===== config.mk =====
export PLATFORM = sky130hd
export DESIGN_NAME = array_list_with_cursor_top_flat
export DESIGN_NICKNAME = d
export VERILOG_FILES = /design/src/hw/rtl/alc_pkg.sv /design/src/hw/rtl/alc_if.sv /design/src/hw/rtl/alc_ctrl.sv /design/src/hw/rtl/alc_datapath.sv /design/src/hw/rtl/array_list_with_cursor_top.sv /design/src/flat_wrapper.sv
export VERILOG_INCLUDE_DIRS = /design/src /design/src/hw/rtl
export SDC_FILE = /design/constraint.sdc
export NUM_CORES = 2
export LEC_CHECK = 0
export BUFFER_PORTS_ARGS = -buffer_cell sky130_fd_sc_hd__buf_2
export CORE_MARGIN = 10
export CORE_UTILIZATION = 30
export DETAILED_ROUTE_END_ITERATION = 12
export SLEW_MARGIN = 10
export SYNTH_ARGS = -nofsm -noshare
export SYNTH_HDL_FRONTEND = slang
export SYNTH_SLANG_ARGS = --single-unit

===== constraint.sdc =====
create_clock -name clk -period 5.85 [get_ports clk]
set_clock_uncertainty 0.1 [all_clocks]
set_input_delay 0.585 -clock clk [delete_from_list [all_inputs] [get_ports clk]]
set_output_delay 0.585 -clock clk [all_outputs]
set_load 0.03 [all_outputs]

===== src/hw/rtl/assert_macros.svh =====
// assertion macros used by the rtl datapath
`ifndef ASSERT_MACROS_SVH
`define ASSERT_MACROS_SVH

// property that must hold at every clock edge out of reset
`define ASSERT_ALWAYS(label, prop) \
	label: assert property (@(posedge clk) disable iff (!arst_n) (prop)) \
		else $error("assertion failed");

// condition that must hold whenever the trigger is seen
`define ASSERT_IMPLY(label, trig, cond) \
	label: assert property (@(posedge clk) disable iff (!arst_n) (trig) |-> (cond)) \
		else $error("assertion failed");

`endif


===== src/hw/rtl/alc_pkg.sv =====
// types and constants shared by the array list blocks
package alc_pkg;

	localparam int unsigned DataW       = 32;
	localparam int unsigned CountW      = 7;
	localparam int unsigned DefCapacity = 64;

	typedef enum logic [1:0] {
		ACT_INSERT = 2'd0,
		ACT_FIRST  = 2'd1,
		ACT_NEXT   = 2'd2,
		ACT_REMOVE = 2'd3
	} action_t;

	typedef enum logic [1:0] {
		ST_OK       = 2'd0,
		ST_FULL     = 2'd1,
		ST_NONE     = 2'd2,
		ST_NOCURSOR = 2'd3
	} status_t;

	typedef enum logic [2:0] {
		RD_ZERO  = 3'd0,
		RD_NEXT  = 3'd1,
		RD_CUR   = 3'd2,
		RD_AFTER = 3'd3,
		RD_SHIFT = 3'd4
	} rd_sel_t;

	typedef enum logic [1:0] {
		CUR_HOLD = 2'd0,
		CUR_ZERO = 2'd1,
		CUR_INC  = 2'd2,
		CUR_DEC  = 2'd3
	} cur_op_t;

	typedef struct packed {
		logic    rd_en;
		rd_sel_t rd_sel;
		logic    wr_en;
		logic    wr_shift;
		logic    cnt_inc;
		logic    cnt_dec;
		cur_op_t cur_op;
		logic    sh_init;
		logic    sh_inc;
		logic    out_load;
		logic    out_data;
		status_t out_status;
	} ctl_t;

	typedef struct packed {
		logic full;
		logic empty;
		logic next_ok;
		logic cur_ok;
		logic remove_last;
		logic shift_last;
		logic out_free;
	} stat_t;

endpackage


===== src/hw/rtl/alc_if.sv =====
// request and response channel interfaces of the array list
interface alc_in_if;
	import alc_pkg::*;

	logic                     valid;
	logic                     ready;
	action_t                  action;
	logic signed [DataW-1:0]  item_value;

	modport source (output valid, action, item_value, input ready);
	modport sink (input valid, action, item_value, output ready);
endinterface

interface alc_out_if;
	import alc_pkg::*;

	logic                     valid;
	logic                     ready;
	status_t                  status;
	logic signed [DataW-1:0]  data_out;
	logic [CountW-1:0]        item_count;

	modport source (output valid, status, data_out, item_count, input ready);
	modport sink (input valid, status, data_out, item_count, output ready);
endinterface


===== src/hw/rtl/alc_ctrl.sv =====
// controller state machine sequencing each list request
module alc_ctrl (
	input  logic           clk,
	input  logic           arst_n,
	alc_in_if.sink         req,
	input  alc_pkg::stat_t sts,
	output alc_pkg::ctl_t  ctl
);
	import alc_pkg::*;

	typedef enum logic [3:0] {
		S_IDLE   = 4'b0001,
		S_READ   = 4'b0010,
		S_REMOVE = 4'b0100,
		S_SHIFT  = 4'b1000
	} state_t;

	state_t state_q, state_d;
	logic   in_ready;

	assign req.ready = in_ready;

	always_comb begin
		ctl      = '0;
		state_d  = state_q;
		in_ready = 1'b0;
		unique case (state_q)
			S_IDLE: begin
				in_ready = sts.out_free;
				if (req.valid && sts.out_free) begin
					unique case (req.action)
						ACT_INSERT: begin
							ctl.out_load = 1'b1;
							if (sts.full) begin
								ctl.out_status = ST_FULL;
							end else begin
								ctl.wr_en   = 1'b1;
								ctl.cnt_inc = 1'b1;
							end
						end
						ACT_FIRST: begin
							if (sts.empty) begin
								ctl.out_load   = 1'b1;
								ctl.out_status = ST_NONE;
							end else begin
								ctl.rd_en  = 1'b1;
								ctl.rd_sel = RD_ZERO;
								ctl.cur_op = CUR_ZERO;
								state_d    = S_READ;
							end
						end
						ACT_NEXT: begin
							if (!sts.next_ok) begin
								ctl.out_load   = 1'b1;
								ctl.out_status = ST_NONE;
							end else begin
								ctl.rd_en  = 1'b1;
								ctl.rd_sel = RD_NEXT;
								ctl.cur_op = CUR_INC;
								state_d    = S_READ;
							end
						end
						ACT_REMOVE: begin
							if (!sts.cur_ok) begin
								ctl.out_load   = 1'b1;
								ctl.out_status = ST_NOCURSOR;
							end else begin
								ctl.rd_en  = 1'b1;
								ctl.rd_sel = RD_CUR;
								state_d    = S_REMOVE;
							end
						end
						default: ;
					endcase
				end
			end
			S_READ: begin
				ctl.out_load = 1'b1;
				ctl.out_data = 1'b1;
				state_d      = S_IDLE;
			end
			S_REMOVE: begin
				ctl.out_load = 1'b1;
				ctl.out_data = 1'b1;
				ctl.cnt_dec  = 1'b1;
				ctl.cur_op   = CUR_DEC;
				if (sts.remove_last) begin
					state_d = S_IDLE;
				end else begin
					// fetch the first entry that moves down
					ctl.rd_en   = 1'b1;
					ctl.rd_sel  = RD_AFTER;
					ctl.sh_init = 1'b1;
					state_d     = S_SHIFT;
				end
			end
			S_SHIFT: begin
				ctl.wr_en    = 1'b1;
				ctl.wr_shift = 1'b1;
				ctl.sh_inc   = 1'b1;
				if (sts.shift_last) begin
					state_d = S_IDLE;
				end else begin
					ctl.rd_en  = 1'b1;
					ctl.rd_sel = RD_SHIFT;
				end
			end
			default: state_d = S_IDLE;
		endcase
	end

	always_ff @(posedge clk or negedge arst_n) begin
		if (!arst_n) begin
			state_q <= S_IDLE;
		end else begin
			state_q <= state_d;
		end
	end

endmodule


===== src/hw/rtl/alc_datapath.sv =====
// entry memory, count, cursor and response register of the array list
`include "assert_macros.svh"

module alc_datapath #(
	parameter int unsigned CAPACITY = alc_pkg::DefCapacity
) (
	input  logic                             clk,
	input  logic                             arst_n,
	input  logic signed [alc_pkg::DataW-1:0] item_value,
	input  alc_pkg::ctl_t                    ctl,
	output alc_pkg::stat_t                   sts,
	alc_out_if.source                        rsp
);
	import alc_pkg::*;

	localparam int unsigned AW = $clog2(CAPACITY);
	localparam int unsigned CW = $clog2(CAPACITY + 1);

	logic signed [DataW-1:0] entry_mem_q [CAPACITY];
	logic signed [DataW-1:0] rd_data_q;
	logic [CW-1:0]           count_q, count_next;
	logic                    cur_valid_q, cur_valid_next;
	logic [AW-1:0]           cur_q, cur_next;
	logic [AW-1:0]           sh_q;
	logic [AW-1:0]           rd_addr, wr_addr;
	logic signed [DataW-1:0] wr_data;
	logic [CW-1:0]           cur_ext, cur_inc_ext, sh_inc_ext;

	logic                    out_valid_q;
	status_t                 out_status_q;
	logic signed [DataW-1:0] out_data_q;
	logic [CountW-1:0]       out_count_q;

	assign cur_ext     = CW'(cur_q);
	assign cur_inc_ext = cur_ext + CW'(1);
	assign sh_inc_ext  = CW'(sh_q) + CW'(1);

	// status toward the controller
	assign sts.full        = (count_q == CW'(CAPACITY));
	assign sts.empty       = (count_q == '0);
	assign sts.next_ok     = cur_valid_q ? (cur_inc_ext < count_q) : (count_q != '0);
	assign sts.cur_ok      = cur_valid_q && (cur_ext < count_q);
	assign sts.remove_last = (cur_inc_ext == count_q);
	assign sts.shift_last  = (sh_inc_ext == count_q);
	assign sts.out_free    = !out_valid_q || rsp.ready;

	always_comb begin
		unique case (ctl.rd_sel)
			RD_ZERO:  rd_addr = '0;
			RD_NEXT:  rd_addr = cur_valid_q ? AW'(cur_inc_ext) : '0;
			RD_CUR:   rd_addr = cur_q;
			RD_AFTER: rd_addr = AW'(cur_inc_ext);
			RD_SHIFT: rd_addr = AW'(sh_inc_ext + CW'(1));
			default:  rd_addr = '0;
		endcase
	end

	// insert appends at the count, the shift sweep moves an entry down one place
	assign wr_addr = ctl.wr_shift ? sh_q : AW'(count_q);
	assign wr_data = ctl.wr_shift ? rd_data_q : item_value;

	always_comb begin
		count_next = count_q;
		if (ctl.cnt_inc) begin
			count_next = count_q + CW'(1);
		end else if (ctl.cnt_dec) begin
			count_next = count_q - CW'(1);
		end
	end

	always_comb begin
		cur_valid_next = cur_valid_q;
		cur_next       = cur_q;
		unique case (ctl.cur_op)
			CUR_HOLD: ;
			CUR_ZERO: begin
				cur_valid_next = 1'b1;
				cur_next       = '0;
			end
			CUR_INC: begin
				cur_valid_next = 1'b1;
				cur_next       = cur_valid_q ? AW'(cur_inc_ext) : '0;
			end
			CUR_DEC: begin
				// stepping back from the head leaves no position
				if (cur_q == '0) begin
					cur_valid_next = 1'b0;
				end else begin
					cur_next = cur_q - AW'(1);
				end
			end
		endcase
	end

	always_ff @(posedge clk) begin
		if (ctl.wr_en) begin
			entry_mem_q[wr_addr] <= wr_data;
		end
		if (ctl.rd_en) begin
			rd_data_q <= entry_mem_q[rd_addr];
		end
	end

	always_ff @(posedge clk or negedge arst_n) begin
		if (!arst_n) begin
			count_q     <= '0;
			cur_valid_q <= 1'b0;
			out_valid_q <= 1'b0;
		end else begin
			count_q     <= count_next;
			cur_valid_q <= cur_valid_next;
			if (ctl.out_load) begin
				out_valid_q <= 1'b1;
			end else if (rsp.ready) begin
				out_valid_q <= 1'b0;
			end
		end
	end

	always_ff @(posedge clk) begin
		cur_q <= cur_next;
		if (ctl.sh_init) begin
			sh_q <= cur_q;
		end else if (ctl.sh_inc) begin
			sh_q <= sh_q + AW'(1);
		end
		if (ctl.out_load) begin
			out_status_q <= ctl.out_status;
			out_data_q   <= ctl.out_data ? rd_data_q : '0;
			out_count_q  <= CountW'(count_next);
		end
	end

	assign rsp.valid      = out_valid_q;
	assign rsp.status     = out_status_q;
	assign rsp.data_out   = out_data_q;
	assign rsp.item_count = out_count_q;

	`ASSERT_IMPLY(a_cursor_in_list, cur_valid_q, cur_ext < count_q)
	`ASSERT_ALWAYS(a_count_bound, count_q <= CW'(CAPACITY))
	`ASSERT_IMPLY(a_load_when_free, ctl.out_load, !out_valid_q || rsp.ready)
	`ASSERT_IMPLY(a_no_port_clash, ctl.wr_en && ctl.rd_en, wr_addr != rd_addr)

endmodule


===== src/hw/rtl/array_list_with_cursor_top.sv =====
// top level of the array list with read cursor
// The list keeps up to CAPACITY signed 32-bit entries in a simple dual-port memory
// (one write and one registered read per cycle). Each request gives one response,
// held in an output register; a new request is taken only when that register is empty
// or its response leaves in the same cycle. An insert, or any request that ends in
// an error status, is answered from the idle state; first and next pass through a
// read state for the memory read. A remove reads the entry at the cursor; after
// that read, later entries move down one per cycle through the memory port,
// and the response is offered while that sweep runs. The memory needs no clearing
// after reset; only entries below the count at request time are ever read.
module array_list_with_cursor_top #(
	parameter int unsigned CAPACITY = alc_pkg::DefCapacity
) (
	input  logic      clk,
	input  logic      arst_n,
	alc_in_if.sink    cmd,
	alc_out_if.source rsp
);
	import alc_pkg::*;

	ctl_t  ctl;
	stat_t sts;

	alc_ctrl u_ctrl (
		.clk    (clk),
		.arst_n (arst_n),
		.req    (cmd),
		.sts    (sts),
		.ctl    (ctl)
	);

	alc_datapath #(
		.CAPACITY (CAPACITY)
	) u_datapath (
		.clk        (clk),
		.arst_n     (arst_n),
		.item_value (cmd.item_value),
		.ctl        (ctl),
		.sts        (sts),
		.rsp        (rsp)
	);

endmodule


===== src/flat_wrapper.sv =====
// flat-port wrapper written by rule: the top's interface ports become plain ports
module array_list_with_cursor_top_flat import alc_pkg::*;
#(
	parameter int unsigned CAPACITY = alc_pkg::DefCapacity
)
  (clk, arst_n, cmd_valid, cmd_action, cmd_item_value, cmd_ready, rsp_valid, rsp_status, rsp_data_out, rsp_item_count, rsp_ready);
  alc_in_if cmd_i ();
  alc_out_if rsp_i ();
  input  logic clk;
  input  logic arst_n;
  input wire logic [$bits(cmd_i.valid)-1:0] cmd_valid;
  input wire logic [$bits(cmd_i.action)-1:0] cmd_action;
  input wire logic [$bits(cmd_i.item_value)-1:0] cmd_item_value;
  output wire logic [$bits(cmd_i.ready)-1:0] cmd_ready;
  output wire logic [$bits(rsp_i.valid)-1:0] rsp_valid;
  output wire logic [$bits(rsp_i.status)-1:0] rsp_status;
  output wire logic [$bits(rsp_i.data_out)-1:0] rsp_data_out;
  output wire logic [$bits(rsp_i.item_count)-1:0] rsp_item_count;
  input wire logic [$bits(rsp_i.ready)-1:0] rsp_ready;
  assign cmd_i.valid = cmd_valid;
  assign cmd_i.action = cmd_action;
  assign cmd_i.item_value = cmd_item_value;
  assign cmd_ready = cmd_i.ready;
  assign rsp_valid = rsp_i.valid;
  assign rsp_status = rsp_i.status;
  assign rsp_data_out = rsp_i.data_out;
  assign rsp_item_count = rsp_i.item_count;
  assign rsp_i.ready = rsp_ready;
  array_list_with_cursor_top #(.CAPACITY(CAPACITY)) u_core (.clk(clk), .arst_n(arst_n), .cmd(cmd_i), .rsp(rsp_i));
endmodule

[Yosys cells after proc, flatten, opt, wreduce, memory -nomap -nowiden]
Memory sizes are Yosys's and may differ from the RTL's. A register that Yosys moved wholly into a read port is not among the register bits.
Index checks and enable logic that the tools add are counted.
Storage, ports and cells
  register bits after elaboration: 66
  latch bits: 0
  memory bits (writable): 2048
  bits in read-only memories: 0
  input bits: 38
  output and inout bits: 43
  logic and storage cells: 122
  memories: 1
Memories
  u_core.u_datapath.entry_mem_q: depth 64, bits a word 32, read ports 1, clocked after memory_dff 1, write ports 1, line alc_datapath.sv:19  | logic signed [DataW-1:0] entry_mem_q [CAPACITY];
Cells by class
  add/subtract/negate cells: 7
  $mul: 0
  div/mod/pow operators: 0
  $lt $le $gt $ge: 2
  equality and inequality tests: 25
  shift operators: 0
  multiplexer cells: 60
  bitwise operators: 0
  reduce and logical (&&, ||, !) cells: 18
Operators by type and width (number)
  case mux 4 bit (3 select lines): 4
  2-to-1 mux 4 bit: 11
  2-to-1 mux 32 bit: 1
  2-to-1 mux 6 bit: 5
  case mux 6 bit (4 select lines): 1
  2-to-1 mux 1 bit: 22
  case mux 6 bit (3 select lines): 1
  adder 6 x 1 -> 7 bit, second input constant: 2
  equality test 7 bit: 2
  2-to-1 mux 7 bit: 2
  adder 6 x 1 -> 6 bit, second input constant: 2
  2-to-1 mux 2 bit: 5
  inequality test 3 bit, second input constant: 3
  equality test 2 bit, second input constant: 4
  case mux 2 bit (2 select lines): 2
  case mux 2 bit (4 select lines): 1
  adder 7 x 1 -> 7 bit, second input constant: 1
  equality test 7 bit, second input constant: 1
  logical NOT 7 bit: 1
  < comparator 6 x 7 -> 1 bit: 1
  < comparator 7 bit: 1
  nonzero test 7 bit: 1
  subtractor 7 x 1 -> 7 bit, second input constant: 1
  equality test 3 x 2 -> 1 bit, second input constant: 2
  other kinds (24): 35

[Longest topological paths before layout]
  word-level depth: 11
  gate-level depth with buffers: 20
  depth with buffers taken out: 14

[Hierarchy]
Synthesis repeated with hierarchy kept, for this count alone.
Unflattened totals
  cell total of the unflattened synthesis: 5339
  area, all modules: 84976.5 µm²
By module, submodules not included
  alc_datapath: times used 1, cells each 5286, area each 84509.8 µm², sequential area each 64276.6 µm²
  alc_ctrl: times used 1, cells each 53, area each 466.7 µm², sequential area each 101.3 µm²

[Worst setup path before layout]
Ideal clock, no wire load.
  path kind: register -> register
  start point: register u_core.u_datapath.cur_q[0]
  end point: register u_core.u_datapath.out_data_q[0], in the netlist u_core.u_datapath.rsp.data_out[0], enable pin
  setup time: 0.449 ns
  arrival: 4.119 ns
  data required time: 5.301 ns
  setup slack: 1.183 ns
  cell stages (with the launch flop): 12
  path buffers: 1
  clock period less this slack: 4.667 ns
  path through: edfxtp_1 > clkbuf_1 > inv_1 > ha_1 > ha_1 > nand3b_1 > a21oi_1 > o21a_1 > a21oi_1 > o21a_1 > nor2b_1 > o21bai_1
RTL lines
  start, declared: line alc_datapath.sv:23  | logic [AW-1:0] cur_q, cur_next;
  start signal, assigned: line alc_datapath.sv:121  | cur_q <= cur_next;
  end signal, assigned: line alc_datapath.sv:129  | out_data_q <= ctl.out_data ? rd_data_q : '0;
  end, declared: line alc_datapath.sv:31  | logic signed [DataW-1:0] out_data_q;

[Worst setup path in the final report]
  start point: register u_core.u_datapath.cur_q[0]
  end point: register u_core.u_datapath.rd_data_q[14] (read register of u_core.u_datapath.entry_mem_q), data pin
On the way
  word-level cells in the longest chain between the ends: 9
  elaborated cells between the ends (all ways): 18
  classes of those cells: add/sub: 1; order compare: 2; eq/ne: 5; mux: 9; reduce/logical: 1
Ends and longest elaborated chain
  adder 6 x 1 -> 7 bit: line alc_datapath.sv:35  | assign cur_inc_ext = cur_ext + CW'(1);
  < comparator 7 bit: line alc_datapath.sv:41  | assign sts.next_ok = cur_valid_q ? (cur_inc_ext < count_q) : (count_q != '0);
  2-to-1 mux 1 bit: line alc_datapath.sv:41
  2-to-1 mux 4 bit: line alc_ctrl.sv:53  | if (!sts.next_ok) begin
  case mux 4 bit (3 select lines): line alc_ctrl.sv:31  | unique case (req.action)
  2-to-1 mux 5 bit: line alc_ctrl.sv:30  | if (req.valid && sts.out_free) begin
  case mux 4 bit (3 select lines): line alc_ctrl.sv:27  | unique case (state_q)
  equality test 3 bit, or another cell as far along: line alc_datapath.sv:48  | unique case (ctl.rd_sel)
  case mux 6 bit (4 select lines): line alc_datapath.sv:48
  end, declared: line alc_datapath.sv:20  | logic signed [DataW-1:0] rd_data_q;
Several ways; a longest one is shown, not always the timed one.
A chain may end at the register's enable or synchronous reset.

==> qor.yml <==
clocking:
  clock_path_buffers: 3
  clk_pin_slew_ns: 0.06
  cts_tree: "done"
  cts_buffers: 212
  cts_root_buffer: "clkbuf_16"
  h-tree-depth: 4
  clock_latency_ns: 0.87
  numClockSinks: 2146
yosys:
  synth_cells: 6013
  synth_common_cells: "edfxtp_1, nand2_1, nand3_1, mux2i_1, a21oi_1"
  avgSynthCellArea_um2: 14.3
  synth_compound_area_share_pct: 4.75
  muxShareOfSynthArea_pct: 5.19
  synth-xor-area-share_pct: 0.266
  synthArstFlopShare_pct: 0.606
  synth-simple-area-share_pct: 12.2
  synth-edff-count: 2133
  ys_seq_area_share_pct: 75.1
  synth_most_common_cell: "edfxtp_1"
  synthesis.area_mm2: 0.0857
  yosys_warnings: 0
  synth_top_area_share_pct: 74.7
  synth.net_count: 6080
  synth_top_family_by_area: "simple AND/OR/NAND/NOR gates"
  synth_seq_cells: 2146
  synth_area_leader_cell: "edfxtp_1"
  synth_cell_type_count: 80
  ys.flop_type: "edfxtp_1"
  synth_fa_ha_area_share_pct: 0.423
  synthTopCellsByArea: "edfxtp_1, nand2_1, mux2i_1"
finish:
  fill_cells: 26800
  drive_above_1_share_pct: 12.8
  design_area_mm2: 0.0998
  finalNetCount: 6290
  syn_to_final_growth_pct: 16.3
  fin_util_pct: 35.0
global_route:
  track_usage_pct: 16.1
  antenna_found_initial: 33
  grt_pass1_vias: 50300
  grt_pass1_wl_mm: 368
  grt_max_degree: 116
  grt_overflow: 0
power_and_ir_drop:
  power_density_mw_per_mm2: 362
  p_leak_nw: 34.8
  ir_drop_v: 0.000248
die:
  initial_utilization_pct: 30.1
  die_h_um: 555
  dieArea_mm2: 0.308
  ios: 81
  fp-row-count: 196
  fp.dieW_um: 555
  core_mm2: 0.285
routing:
  drt-initial-drc-count: 6507
  via_per_inst: 5.19
  postRouteAntennaNets: 0
  vias: 52800
  drt-total-wl_mm: 259
  drc: 0
  wl_per_cell_um: 25.5
  firstDrtPassIters: 6
worst_setup_path:
  slowest_stage: "edfxtp_1"
  cp_max_fo: 103
  worstSetupPathType: "reg -> reg"
  critPathLaunchType: "flop"
  cpMostUsedCell: "ha_1"
  cp_slowest_stage_delay_ns: 0.58
  worst_setup_path_end_kind: "flop"
  cp.arrival_ns: 6.12
  critical_path_required_ns: 6.34
  critPathBufInv: 2
  cp_cell_sequence: "ha_1 > nand3_1 > xnor2_1 > ha_1 > a21oi_1 > o2111ai_1 > o32a_2 > a31oi_4 > o21a_4 > buf_16 > mux2i_1 > o22ai_1 > o41ai_4 > buf_4 > o211ai_1"
  critPathTopFamily: "compound AO/OA/AOI/OAI gates"
sta:
  setup_viol: 0
  finalMaxSlewViolations: 0
  fin_crit_sh_pct: 96.1
  min_period_ns: 5.62
  tightest_slew_ns: 1.29
  finalHoldViolCount: 0
  fmax_ghz: 0.178
  max_slew_margin_pct: 13.8
placed_design:
  place_area_mm2: 0.0926
  numPortBuffers: 80
  gp_congestion: 0.856
  hpwl_mm: 153
min_path:
  min_path_type: "in -> reg"
job:
  drv_cap: 0
status:
  status: "completed"
-- state kept, by name, summed over array words and instances, names as in the netlist --
signal / count
u_core.u_datapath.rsp.data_out: 32
u_core.u_datapath.sh_q: 6
u_core.u_datapath.cur_q: 6
u_core.u_datapath.rsp.item_count: 7
u_core.u_datapath.count_q: 7
u_core.u_datapath.rsp.valid: 1
u_core.u_datapath.rsp.status: 2
u_core.u_ctrl.state_q: 4
u_core.u_datapath.rd_data_q: 32
u_core.u_datapath.entry_mem_q: 2048
u_core.u_datapath.cur_valid_q: 1
-- metrics by stage --
| stage | setup WS [ns] | setup TNS (ns) | hold slack (ns) | power (mW) | std cells |
|---|---|---|---|---|---|
| 2_1_floorplan | 1.18 | 0 | 0.189 | 20.6 | 6013 |
| 3_3_place_gp | -0.503 | -3.28 | 0.413 | 22.9 | 9758 |
| 3_5_place_dp | -0.386 | -2.39 | 0.413 | 22.9 | 9758 |
| 4_1_cts | 0.00186 | 0 | 0.0208 | 36.2 | 10100 |
| 5_1_grt | -0.00365 | -0.00365 | 0.0752 | 37.2 | 10200 |
| 6_report | 0.226 | 0 | 0.0527 | 36.1 | 10200 |
-- placed cells by master, fill, tap and decap left out, types with 34 or more instances in the layout --
cell type     n
a211oi_1     68
a21oi_1     211
and2_1       68
and3_1       35
buf_12       55
buf_2        80
buf_4       225
clkbuf_1     44
clkbuf_16   216
clkinv_1     50
clkinv_2     37
edfxtp_1   2133
mux2i_1     440
nand2_1    1333
nand2_2      36
nand3_1     670
nor2_4       65
o211ai_1     34
o21ai_0      40
o22ai_1      94
or4_1        62
-- worst paths after layout --
kind | start | end | cells after the start | slack [ns]
setup / recovery | u_core.u_datapath.cur_q[0] | u_core.u_datapath.rd_data_q[14] | 15 | 0.23
hold / removal | rsp_ready | u_core.u_datapath.rsp.valid | 3 | 0.05
setup reg to reg | u_core.u_datapath.cur_q[0] | u_core.u_datapath.rd_data_q[14] | 15 | 0.23
hold reg to reg | u_core.u_ctrl.state_q[0] | u_core.u_ctrl.state_q[0] | 2 | 0.47
max in group asynchronous | arst_n | u_core.u_ctrl.state_q[0] | 2 | 5.29
min in group asynchronous | arst_n | u_core.u_datapath.rsp.valid | 2 | 0.07
-- kinds of logic (layout without fill, tap and decap cells) --
family                     count (synthesis)  in the layout
other                                      0              6
muxes                                    444            444
buffers and inverters                    386            772
AOI/OAI and AO/OA                        617            617
xor gates and xnor gates                  26             26
adders and majority gates                 29             29
and+or+nand+nor                         2365           2365
DFF                                     2146           2146
-- layout make-up --
type                    count  area, µm²  share of cell area, %
diodes                      6       15.0                 0.0151
well taps                3762       4710                   4.72
multi-input cells        3481      20500                   20.6
inverters                  19       71.3                 0.0715
repair buffers            363       3240                   3.25
clock inverters           129       1210                   1.22
flip-flops and latches   2146      64400                   64.5
clock buffers             261       5580                   5.60
-- worst reg2reg max path, stage by stage (launching register included) --
cell and delay (ns):
edfxtp_1 0.58, ha_1 0.32, nand3_1 0.12, xnor2_1 0.28
ha_1 0.31, a21oi_1 0.20, o2111ai_1 0.23, o32a_2 0.34
a31oi_4 0.30, o21a_4 0.33, buf_16 0.43, mux2i_1 0.78
o22ai_1 0.20, o41ai_4 0.52, buf_4 0.24, o211ai_1 0.08
-- routing by layer --
metal  share of wire (%)  track usage (%)
met5               0.031                0
met4                 3.2             5.12
met3                 9.0             3.45
met2                  47             26.2
met1                  41             21.5
-- what timing repair did --
action	in CTS	in global routing
gates cloned	0	0
resized for setup	16	14
pin swaps	0	4
endpoints found under the setup margin	11	25
hold endpoints to repair	13	0
setup buffers	0	12
hold buffers	1	0
-- where the power goes --
group / internal (mW) / switching [mW] / total [mW]
registers: 17.4 / 0.234 / 17.6
clock network: 7.53 / 5.88 / 13.4
logic: 1.40 / 3.63 / 5.03
No activity file was read; power rests on OpenSTA's default activity.
